===== src/design/utf2ucs_pkg.sv =====
`timescale 1ns / 1ps
`default_nettype none

package utf2ucs_pkg;

  localparam int unsigned ByteW   = 8;
  localparam int unsigned CapW    = 15;
  localparam int unsigned UcsW    = 16;
  localparam int unsigned PendW   = 24;
  localparam int unsigned WordW   = PendW + ByteW;

  localparam logic [CapW-1:0] CapReset  = 15'd256;
  localparam logic [CapW-1:0] CharCost  = 15'd4;
  localparam logic [CapW-1:0] MinBudget = 15'd5;

  localparam logic [WordW-1:0] Win1Lo = 32'h0000_0000;
  localparam logic [WordW-1:0] Win1Hi = 32'h0000_007F;
  localparam logic [WordW-1:0] Win2Lo = 32'h0000_C080;
  localparam logic [WordW-1:0] Win2Hi = 32'h0000_DFBF;
  localparam logic [WordW-1:0] Win3Lo = 32'h00E0_8080;
  localparam logic [WordW-1:0] Win3Hi = 32'h00EF_BFBF;
  localparam logic [WordW-1:0] Win4Lo = 32'hF080_8080;
  localparam logic [WordW-1:0] Win4Hi = 32'hF7BF_BFBF;

  localparam logic [1:0] Len1 = 2'd0;
  localparam logic [1:0] Len2 = 2'd1;
  localparam logic [1:0] Len3 = 2'd2;
  localparam logic [1:0] Len4 = 2'd3;

  localparam logic [1:0] DigitLast = 2'd3;

  typedef struct packed {
    logic            valid;
    logic            hex;
    logic            str_end;
    logic            bad;
    logic [UcsW-1:0] ucs;
  } bundle_t;

  function automatic logic [ByteW-1:0] hex_digit(input logic [3:0] v);
    logic [ByteW-1:0] r;
    if (v < 4'd10) begin
      r = 8'h30 + {4'b0, v};
    end else begin
      r = 8'h37 + {4'b0, v};
    end
    return r;
  endfunction

  function automatic logic [UcsW-1:0] to_ucs2(input logic [WordW-1:0] w,
                                              input logic [1:0] len);
    logic [7:0]      lowb;
    logic [UcsW-1:0] r;
    lowb = {w[9:8], w[5:0]};
    case (len)
      Len1:    r = {8'h00, w[7:0]};
      Len2:    r = {5'b0, w[12:10], lowb};
      Len3:    r = {w[19:16], w[13:10], lowb};
      default: r = '0;
    endcase
    return r;
  endfunction

endpackage

`default_nettype wire


===== src/design/utf2ucs_ifs.sv =====
`timescale 1ns / 1ps
`default_nettype none

interface utf2ucs_in_if import utf2ucs_pkg::*; ();
  logic             valid;
  logic             ready;
  logic [ByteW-1:0] in_byte;

  modport source (output valid, output in_byte, input ready);
  modport sink (input valid, input in_byte, output ready);
endinterface

interface utf2ucs_out_if import utf2ucs_pkg::*; ();
  logic             valid;
  logic             ready;
  logic [ByteW-1:0] out_char;
  logic             last_of_run;
  logic             string_end;
  logic             bad_sequence;

  modport source (output valid, output out_char, output last_of_run,
                  output string_end, output bad_sequence, input ready);
  modport sink (input valid, input out_char, input last_of_run,
                input string_end, input bad_sequence, output ready);
endinterface

interface utf2ucs_cfg_if import utf2ucs_pkg::*; ();
  logic            valid;
  logic            ready;
  logic [CapW-1:0] out_capacity;

  modport source (output valid, output out_capacity, input ready);
  modport sink (input valid, input out_capacity, output ready);
endinterface

`default_nettype wire


===== src/design/utf8_to_ucs2_hex_text_core.sv =====
`timescale 1ns / 1ps
`default_nettype none

// channel  dir  fields                                          words per item
// in_i     in   in_byte[7:0]                                    1
// out_o    out  out_char[7:0] last_of_run string_end bad_seq    0, 1 or 4
// cfg_i    in   out_capacity[14:0]                              1 (ready always high)
//
// a byte that completes a character gives four digit words, one per cycle on out_o while out_o is ready
// bytes that are held or dropped give no word, a marker gives one word
// a taken byte waits in the input register; its words then come from the result register
// in_i stays ready while the result register can take the next byte's words
// reset: no byte pending, out_capacity and budget at 256

module utf8_to_ucs2_hex_text_core import utf2ucs_pkg::*; (
  input  logic          clk_i,
  input  logic          rst_ni,
  utf2ucs_in_if.sink    in_i,
  utf2ucs_out_if.source out_o,
  utf2ucs_cfg_if.sink   cfg_i
);

  logic              in_valid_q, in_valid_d;
  logic [ByteW-1:0]  in_byte_q;
  logic [CapW-1:0]   cap_q;
  logic [CapW-1:0]   budget_q, budget_d;
  logic [PendW-1:0]  pw_q, pw_d;
  logic [1:0]        pc_q, pc_d;

  logic              emit_free;
  logic              adv;
  logic              in_acc;
  logic              cfg_acc;
  logic [WordW-1:0]  w;
  logic              term, short, match;
  bundle_t           bundle;

  assign cfg_i.ready = 1'b1;
  assign cfg_acc     = cfg_i.valid;

  assign in_i.ready = !in_valid_q || emit_free;
  assign in_acc     = in_i.valid && in_i.ready;
  assign adv        = in_valid_q && emit_free;

  assign w     = {pw_q, in_byte_q};
  assign term  = (pc_q == Len1) && (in_byte_q == '0);
  assign short = budget_q < MinBudget;

  always_comb begin
    unique case (pc_q)
      Len1:    match = (w >= Win1Lo) && (w <= Win1Hi);
      Len2:    match = (w >= Win2Lo) && (w <= Win2Hi);
      Len3:    match = (w >= Win3Lo) && (w <= Win3Hi);
      default: match = (w >= Win4Lo) && (w <= Win4Hi);
    endcase
  end

  always_comb begin
    bundle.valid   = term || (!short && (match || (pc_q == Len4)));
    bundle.hex     = !term && !short && match;
    bundle.str_end = term;
    bundle.bad     = !term && !short && !match && (pc_q == Len4);
    bundle.ucs     = to_ucs2(w, pc_q);
  end

  always_comb begin
    budget_d = budget_q;
    pw_d     = pw_q;
    pc_d     = pc_q;
    if (cfg_acc) begin
      budget_d = cfg_i.out_capacity;
      pw_d     = '0;
      pc_d     = '0;
    end else if (adv) begin
      if (term) begin
        budget_d = cap_q;
        pw_d     = '0;
      end else if (short) begin
        pw_d = '0;
        pc_d = '0;
      end else if (match) begin
        budget_d = budget_q - CharCost;
        pw_d     = '0;
        pc_d     = '0;
      end else if (pc_q == Len4) begin
        pw_d = '0;
        pc_d = '0;
      end else begin
        pw_d = w[PendW-1:0];
        pc_d = pc_q + 2'd1;
      end
    end
  end

  always_comb begin
    in_valid_d = in_valid_q;
    if (in_acc) begin
      in_valid_d = 1'b1;
    end else if (adv) begin
      in_valid_d = 1'b0;
    end
  end

  always_ff @(posedge clk_i or negedge rst_ni) begin
    if (!rst_ni) begin
      in_valid_q <= 1'b0;
      cap_q      <= CapReset;
      budget_q   <= CapReset;
      pw_q       <= '0;
      pc_q       <= '0;
    end else begin
      in_valid_q <= in_valid_d;
      budget_q   <= budget_d;
      pw_q       <= pw_d;
      pc_q       <= pc_d;
      if (cfg_acc) begin
        cap_q <= cfg_i.out_capacity;
      end
    end
  end

  always_ff @(posedge clk_i) begin
    if (in_acc) begin
      in_byte_q <= in_i.in_byte;
    end
  end

  utf2ucs_emit u_emit (
    .clk_i    (clk_i),
    .rst_ni   (rst_ni),
    .load_i   (adv),
    .bundle_i (bundle),
    .free_o   (emit_free),
    .out_o    (out_o)
  );

  a_budget_bound: assert property (@(posedge clk_i) disable iff (!rst_ni)
    budget_q <= cap_q)
    else $error("budget above capacity");

  a_marker_shape: assert property (@(posedge clk_i) disable iff (!rst_ni)
    out_o.valid && (out_o.string_end || out_o.bad_sequence) |->
      out_o.last_of_run && (out_o.out_char == '0))
    else $error("marker word malformed");

  a_marker_excl: assert property (@(posedge clk_i) disable iff (!rst_ni)
    out_o.valid |-> !(out_o.string_end && out_o.bad_sequence))
    else $error("end and bad flags together");

  a_hold_byte: assert property (@(posedge clk_i) disable iff (!rst_ni)
    in_valid_q && !emit_free && !cfg_acc |=> in_valid_q && $stable(in_byte_q))
    else $error("held byte lost");

  a_charge: assert property (@(posedge clk_i) disable iff (!rst_ni)
    adv && bundle.hex && !cfg_acc |=> budget_q == $past(budget_q) - CharCost)
    else $error("character not charged");

endmodule

`default_nettype wire


===== src/design/utf2ucs_emit.sv =====
`timescale 1ns / 1ps
`default_nettype none

module utf2ucs_emit import utf2ucs_pkg::*; (
  input  logic                 clk_i,
  input  logic                 rst_ni,
  input  logic                 load_i,
  input  bundle_t              bundle_i,
  output logic                 free_o,
  utf2ucs_out_if.source        out_o
);

  logic            valid_q, valid_d;
  logic            hex_q, end_q, bad_q;
  logic [UcsW-1:0] ucs_q;
  logic [1:0]      idx_q, idx_d;
  logic [3:0]      nib;
  logic            last;

  assign last   = !hex_q || (idx_q == DigitLast);
  assign free_o = !valid_q || (out_o.ready && last);

  always_comb begin
    case (idx_q)
      2'd0:    nib = ucs_q[15:12];
      2'd1:    nib = ucs_q[11:8];
      2'd2:    nib = ucs_q[7:4];
      default: nib = ucs_q[3:0];
    endcase
  end

  assign out_o.valid        = valid_q;
  assign out_o.out_char     = hex_q ? hex_digit(nib) : '0;
  assign out_o.last_of_run  = last;
  assign out_o.string_end   = end_q;
  assign out_o.bad_sequence = bad_q;

  always_comb begin
    valid_d = valid_q;
    idx_d   = idx_q;
    if (load_i) begin
      valid_d = bundle_i.valid;
      idx_d   = '0;
    end else if (valid_q && out_o.ready) begin
      if (last) begin
        valid_d = 1'b0;
      end else begin
        idx_d = idx_q + 2'd1;
      end
    end
  end

  always_ff @(posedge clk_i or negedge rst_ni) begin
    if (!rst_ni) begin
      valid_q <= 1'b0;
      idx_q   <= '0;
    end else begin
      valid_q <= valid_d;
      idx_q   <= idx_d;
    end
  end

  always_ff @(posedge clk_i) begin
    if (load_i) begin
      hex_q <= bundle_i.hex;
      end_q <= bundle_i.str_end;
      bad_q <= bundle_i.bad;
      ucs_q <= bundle_i.ucs;
    end
  end

endmodule

`default_nettype wire

===== src/flat_wrapper.sv =====
// flat-port wrapper written by rule: the top's interface ports become plain ports
module utf8_to_ucs2_hex_text_core_flat import utf2ucs_pkg::*;
  (clk_i, rst_ni, in_i_valid, in_i_in_byte, in_i_ready, out_o_valid, out_o_out_char, out_o_last_of_run, out_o_string_end, out_o_bad_sequence, out_o_ready, cfg_i_valid, cfg_i_out_capacity, cfg_i_ready);
  utf2ucs_in_if in_i_i ();
  utf2ucs_out_if out_o_i ();
  utf2ucs_cfg_if cfg_i_i ();
  input  logic clk_i;
  input  logic rst_ni;
  input wire logic [$bits(in_i_i.valid)-1:0] in_i_valid;
  input wire logic [$bits(in_i_i.in_byte)-1:0] in_i_in_byte;
  output wire logic [$bits(in_i_i.ready)-1:0] in_i_ready;
  output wire logic [$bits(out_o_i.valid)-1:0] out_o_valid;
  output wire logic [$bits(out_o_i.out_char)-1:0] out_o_out_char;
  output wire logic [$bits(out_o_i.last_of_run)-1:0] out_o_last_of_run;
  output wire logic [$bits(out_o_i.string_end)-1:0] out_o_string_end;
  output wire logic [$bits(out_o_i.bad_sequence)-1:0] out_o_bad_sequence;
  input wire logic [$bits(out_o_i.ready)-1:0] out_o_ready;
  input wire logic [$bits(cfg_i_i.valid)-1:0] cfg_i_valid;
  input wire logic [$bits(cfg_i_i.out_capacity)-1:0] cfg_i_out_capacity;
  output wire logic [$bits(cfg_i_i.ready)-1:0] cfg_i_ready;
  assign in_i_i.valid = in_i_valid;
  assign in_i_i.in_byte = in_i_in_byte;
  assign in_i_ready = in_i_i.ready;
  assign out_o_valid = out_o_i.valid;
  assign out_o_out_char = out_o_i.out_char;
  assign out_o_last_of_run = out_o_i.last_of_run;
  assign out_o_string_end = out_o_i.string_end;
  assign out_o_bad_sequence = out_o_i.bad_sequence;
  assign out_o_i.ready = out_o_ready;
  assign cfg_i_i.valid = cfg_i_valid;
  assign cfg_i_i.out_capacity = cfg_i_out_capacity;
  assign cfg_i_ready = cfg_i_i.ready;
  utf8_to_ucs2_hex_text_core u_core (.clk_i(clk_i), .rst_ni(rst_ni), .in_i(in_i_i), .out_o(out_o_i), .cfg_i(cfg_i_i));
endmodule

===== config.mk =====
export PLATFORM = sky130hd
export DESIGN_NAME = utf8_to_ucs2_hex_text_core_flat
export DESIGN_NICKNAME = d
export VERILOG_FILES = /design/src/design/utf2ucs_pkg.sv /design/src/design/utf2ucs_ifs.sv /design/src/design/utf8_to_ucs2_hex_text_core.sv /design/src/design/utf2ucs_emit.sv /design/src/flat_wrapper.sv
export SDC_FILE = /design/constraint.sdc
export NUM_CORES = 1
export LEC_CHECK = 0
export BUFFER_PORTS_ARGS = -buffer_cell sky130_fd_sc_hd__buf_2
export CORE_ASPECT_RATIO = 1.4
export CORE_MARGIN = 5
export CORE_UTILIZATION = 41
export CTS_CLUSTER_DIAMETER = 30
export DETAILED_ROUTE_END_ITERATION = 10
export SYNTH_ARGS = -nofsm -noshare
export SYNTH_HDL_FRONTEND = slang
export SYNTH_HIERARCHICAL = 1
export SYNTH_SLANG_ARGS = --single-unit

===== constraint.sdc =====
create_clock -name clk_i -period 2.8 [get_ports clk_i]
set_input_delay 0.84 -clock clk_i [delete_from_list [all_inputs] [get_ports clk_i]]
set_output_delay 0.84 -clock clk_i [all_outputs]
set_load 0.01 [all_outputs]

==> metrics.txt <==
status finished with violations; failing checks negative setup slack; Setup-failing EPs final 7; Inserted Diodes 0; post-layout worst setup margin -0.347 ns; startpoint types flop; Worst Max-Slew Pin Slew 0.619 ns; Post-synth ARST share 0.690; cell area power density around 660 mW/mm^2; first-pass GRT wire length 17500 um; post-synth net total 468; CTS H-tree lvls 3; ys flop type dfrtp_1; Vias 3561; FP Rows 45; Initial DRC Count 212; WP data required just under 2 ns; drt total wl 10800 um; post-synthesis simple-gate area fraction 0.172; HPWL Detailed 7710 um; mapped cell area about 0.0045 mm^2; DRT antenna net count 0; # clock sinks 87; GRT Util Overall 0.166; HP Class reg2reg; multiplexer share of the synthesized area 0.0463; gr ovfl total 0; critical path arrival between 2 and 2.5 ns; total power 3.66 mW; worst vdd ir 405 uV; Via density 5.47; largest net degree at the start of global routing 47; largest family of logic cells by synthesized area compound AO/OA/AOI/OAI gates; Yosys Warn Count 6; drt wl/cell 16.6 um; final period utilization 1.12; Hold Violations, Final 0; Rel. slew slack 0.587; Slew Limit Fails 0; NumNets Final 543; Clock Root Buffer clkbuf_16; PortBufs 39; Synth Area in XOR/XNOR 0.0117; Clock Latency Late Sink about 0.34 ns; Synth Area in Adders 0.0279; RSZ-0062 raised after global routing yes; initial antenna violation count 0; Core ar. 0.0108 mm^2; CP Cell Sequence inv_2, ha_4, a222oi_1, mux2i_2, inv_2, ha_4, a31oi_2, a311oi_2, buf_2; post-synthesis cell count 430; Crit-path slowest cell a222oi_1; register area share after synthesis 0.516; DRC 0; post-layout min period 3.15 ns; Compound-Gate Fraction of Synth Area 0.175; pre-CTS WS -0.0631 ns; CTS clk-pin slew, worst paths 0.06 ns; Die H 134 um; io pins 42; DRT Pass-1 Iters 7; die width 98.4 um; die area about 0.013 mm^2; commonest cells after routing, fill and taps aside dfrtp_1 (57), buf_2 (39), buf_4 (39), nand2_1 (33), nor2_1 (31); Crit Path Class reg2out; Synth cell types 63; number of synthesized flops with an enable pin 27; Synth Area per Inst roughly 10 um^2; clk_skew 0.00947 ns; total CTS buffers 9; Starting Density 0.415; Leakage 2.35 nW; Synth Register Bits 87; Max clock buf depth 2; CTS tree yes; commonest non-fill, non-tap cell in the layout dfrtp_1; final RePlAce weighted congestion 0.808; Critical Path End Type output port; Layout area overhead 22.8%; highest clock rate 318 MHz; # Max-Cap Violations 0; CP Max Fanout 4; vias in the first global route 3634; critical path's largest stage delay 0.39 ns; share of cells above drive strength 1 0.269
==> cells in the mapped netlist (all sizes together), types with 3 or more instances <==
library cell  instances  area share
a21oi                29       0.033
a221oi                6       0.013
a222oi                4      0.0089
a22o                 24       0.047
and2                 13       0.018
buf                   7       0.013
clkbuf               10      0.0084
dfrtp                58        0.32
edfxtp               27        0.18
ha                   10       0.028
inv                  33       0.028
mux2                 10       0.027
mux2i                 8       0.020
nand2                35       0.029
nand2b                4      0.0056
nand3                 9       0.010
nand4                 4      0.0056
nand4b                5      0.0098
nor2                 32       0.027
nor3                 16       0.018
nor3b                 3      0.0050
nor4                  6       0.015
o21ai                31       0.035
o31ai                 3      0.0050
or2                   3      0.0042
or4                   6       0.011
xnor2                 5      0.0098
==> timing repair <==
item	CTS	global route
resized for setup	15	9
gates cloned	0	0
hold endpoints to repair	0	0
pin swaps	4	9
endpoints found under the setup margin	31	14
hold buffers	0	0
buffers inserted	2	3
==> logic make-up after synthesis <==
group / count (synthesis)
adders and majority gates: 10
xor gates and xnor gates: 6
other: 2
AOI/OAI and AO/OA: 112
and+or+nand+nor: 144
muxes: 18
DFF: 87
buffers and inverters: 51
==> per-stage QoR <==
step | TNS, ns | instance area, um^2 | hold slack [ns] | cells | util
after floorplan | 0 | 4480 | 0.449 | 430 | -
after global placement | -0.0272 | 5060 | 0.462 | 630 | 0.469
after detailed placement | -0.0654 | 5060 | 0.482 | 630 | 0.469
after CTS | -1.40 | 5440 | 0.492 | 648 | 0.503
after global routing | -2.45 | 5510 | 0.523 | 651 | 0.509
final | -1.49 | 5510 | 0.487 | 651 | 0.509
==> path summary, 6_finish.rpt <==
| kind | start | depth (start not counted) | endpoint | slack [ns] |
|---|---|---|---|---|
| max reg2reg | u_core/in_byte_q[7] | 10 | u_core/budget_q[5] | 0.12 |
| min | u_core/cap_q[8] | 2 | u_core/cap_q[8] | 0.49 |
| min in group asynchronous | rst_ni | 1 | u_core/pw_q[19] | 0.51 |
| max | u_core/u_emit/idx_q[1] | 9 | out_o_out_char[2] | -0.35 |
| max in group asynchronous | rst_ni | 2 | u_core/u_emit/idx_q[0] | 1.67 |
| min reg2reg | u_core/cap_q[8] | 2 | u_core/cap_q[8] | 0.49 |
==> routing by layer <==
metal  GRT usage  wire length [um]  vias to the layer above
met2       0.310              5900                       66
met1       0.185              4310                     1765
met5           0                 0                        -
met4      0.0744               253                        0
li1            -                 -                     1714
met3      0.0230               335                       16
==> layout make-up <==
cell class	instances	area (um^2)
inverter	34	128
multi-input combinational	292	2050
clock inverter	6	68.8
clock buffer	10	229
timing repair buffer	81	539
fill	1044	5300
sequential	87	2320
tap	141	176
==> power breakdown <==
part | internal [mW] | leakage [nW] | switching, mW | total (mW)
Combinational | 0.375 | 1.17 | 0.467 | 0.842
Sequential | 1.49 | 1.04 | 0.117 | 1.61
Clock | 0.698 | 0.143 | 0.512 | 1.21
==> critical path: cells and delay by family (launching register included) <==
family                     cells  cell delay [ns]
AOI/OAI and AO/OA              3             0.74
DFF                            1             0.38
buffers and inverters          3             0.36
adders and majority gates      2             0.32
muxes                          1             0.15
==> flip-flops by register name (all words and copies together) (netlist names) <==
register                          count
u_core/pc_q                           2
u_core/u_emit/ucs_q                  16
u_core/u_emit/hex_q                   1
u_core/u_emit/out_o.bad_sequence      1
u_core/budget_q                      15
u_core/in_byte_q                      8
u_core/pw_q                          24
u_core/u_emit/idx_q                   2
u_core/in_valid_q                     1
u_core/u_emit/out_o.string_end        1
u_core/cap_q                         15
u_core/u_emit/out_o.valid             1
Note: power is estimated with default switching activity, not from simulation.
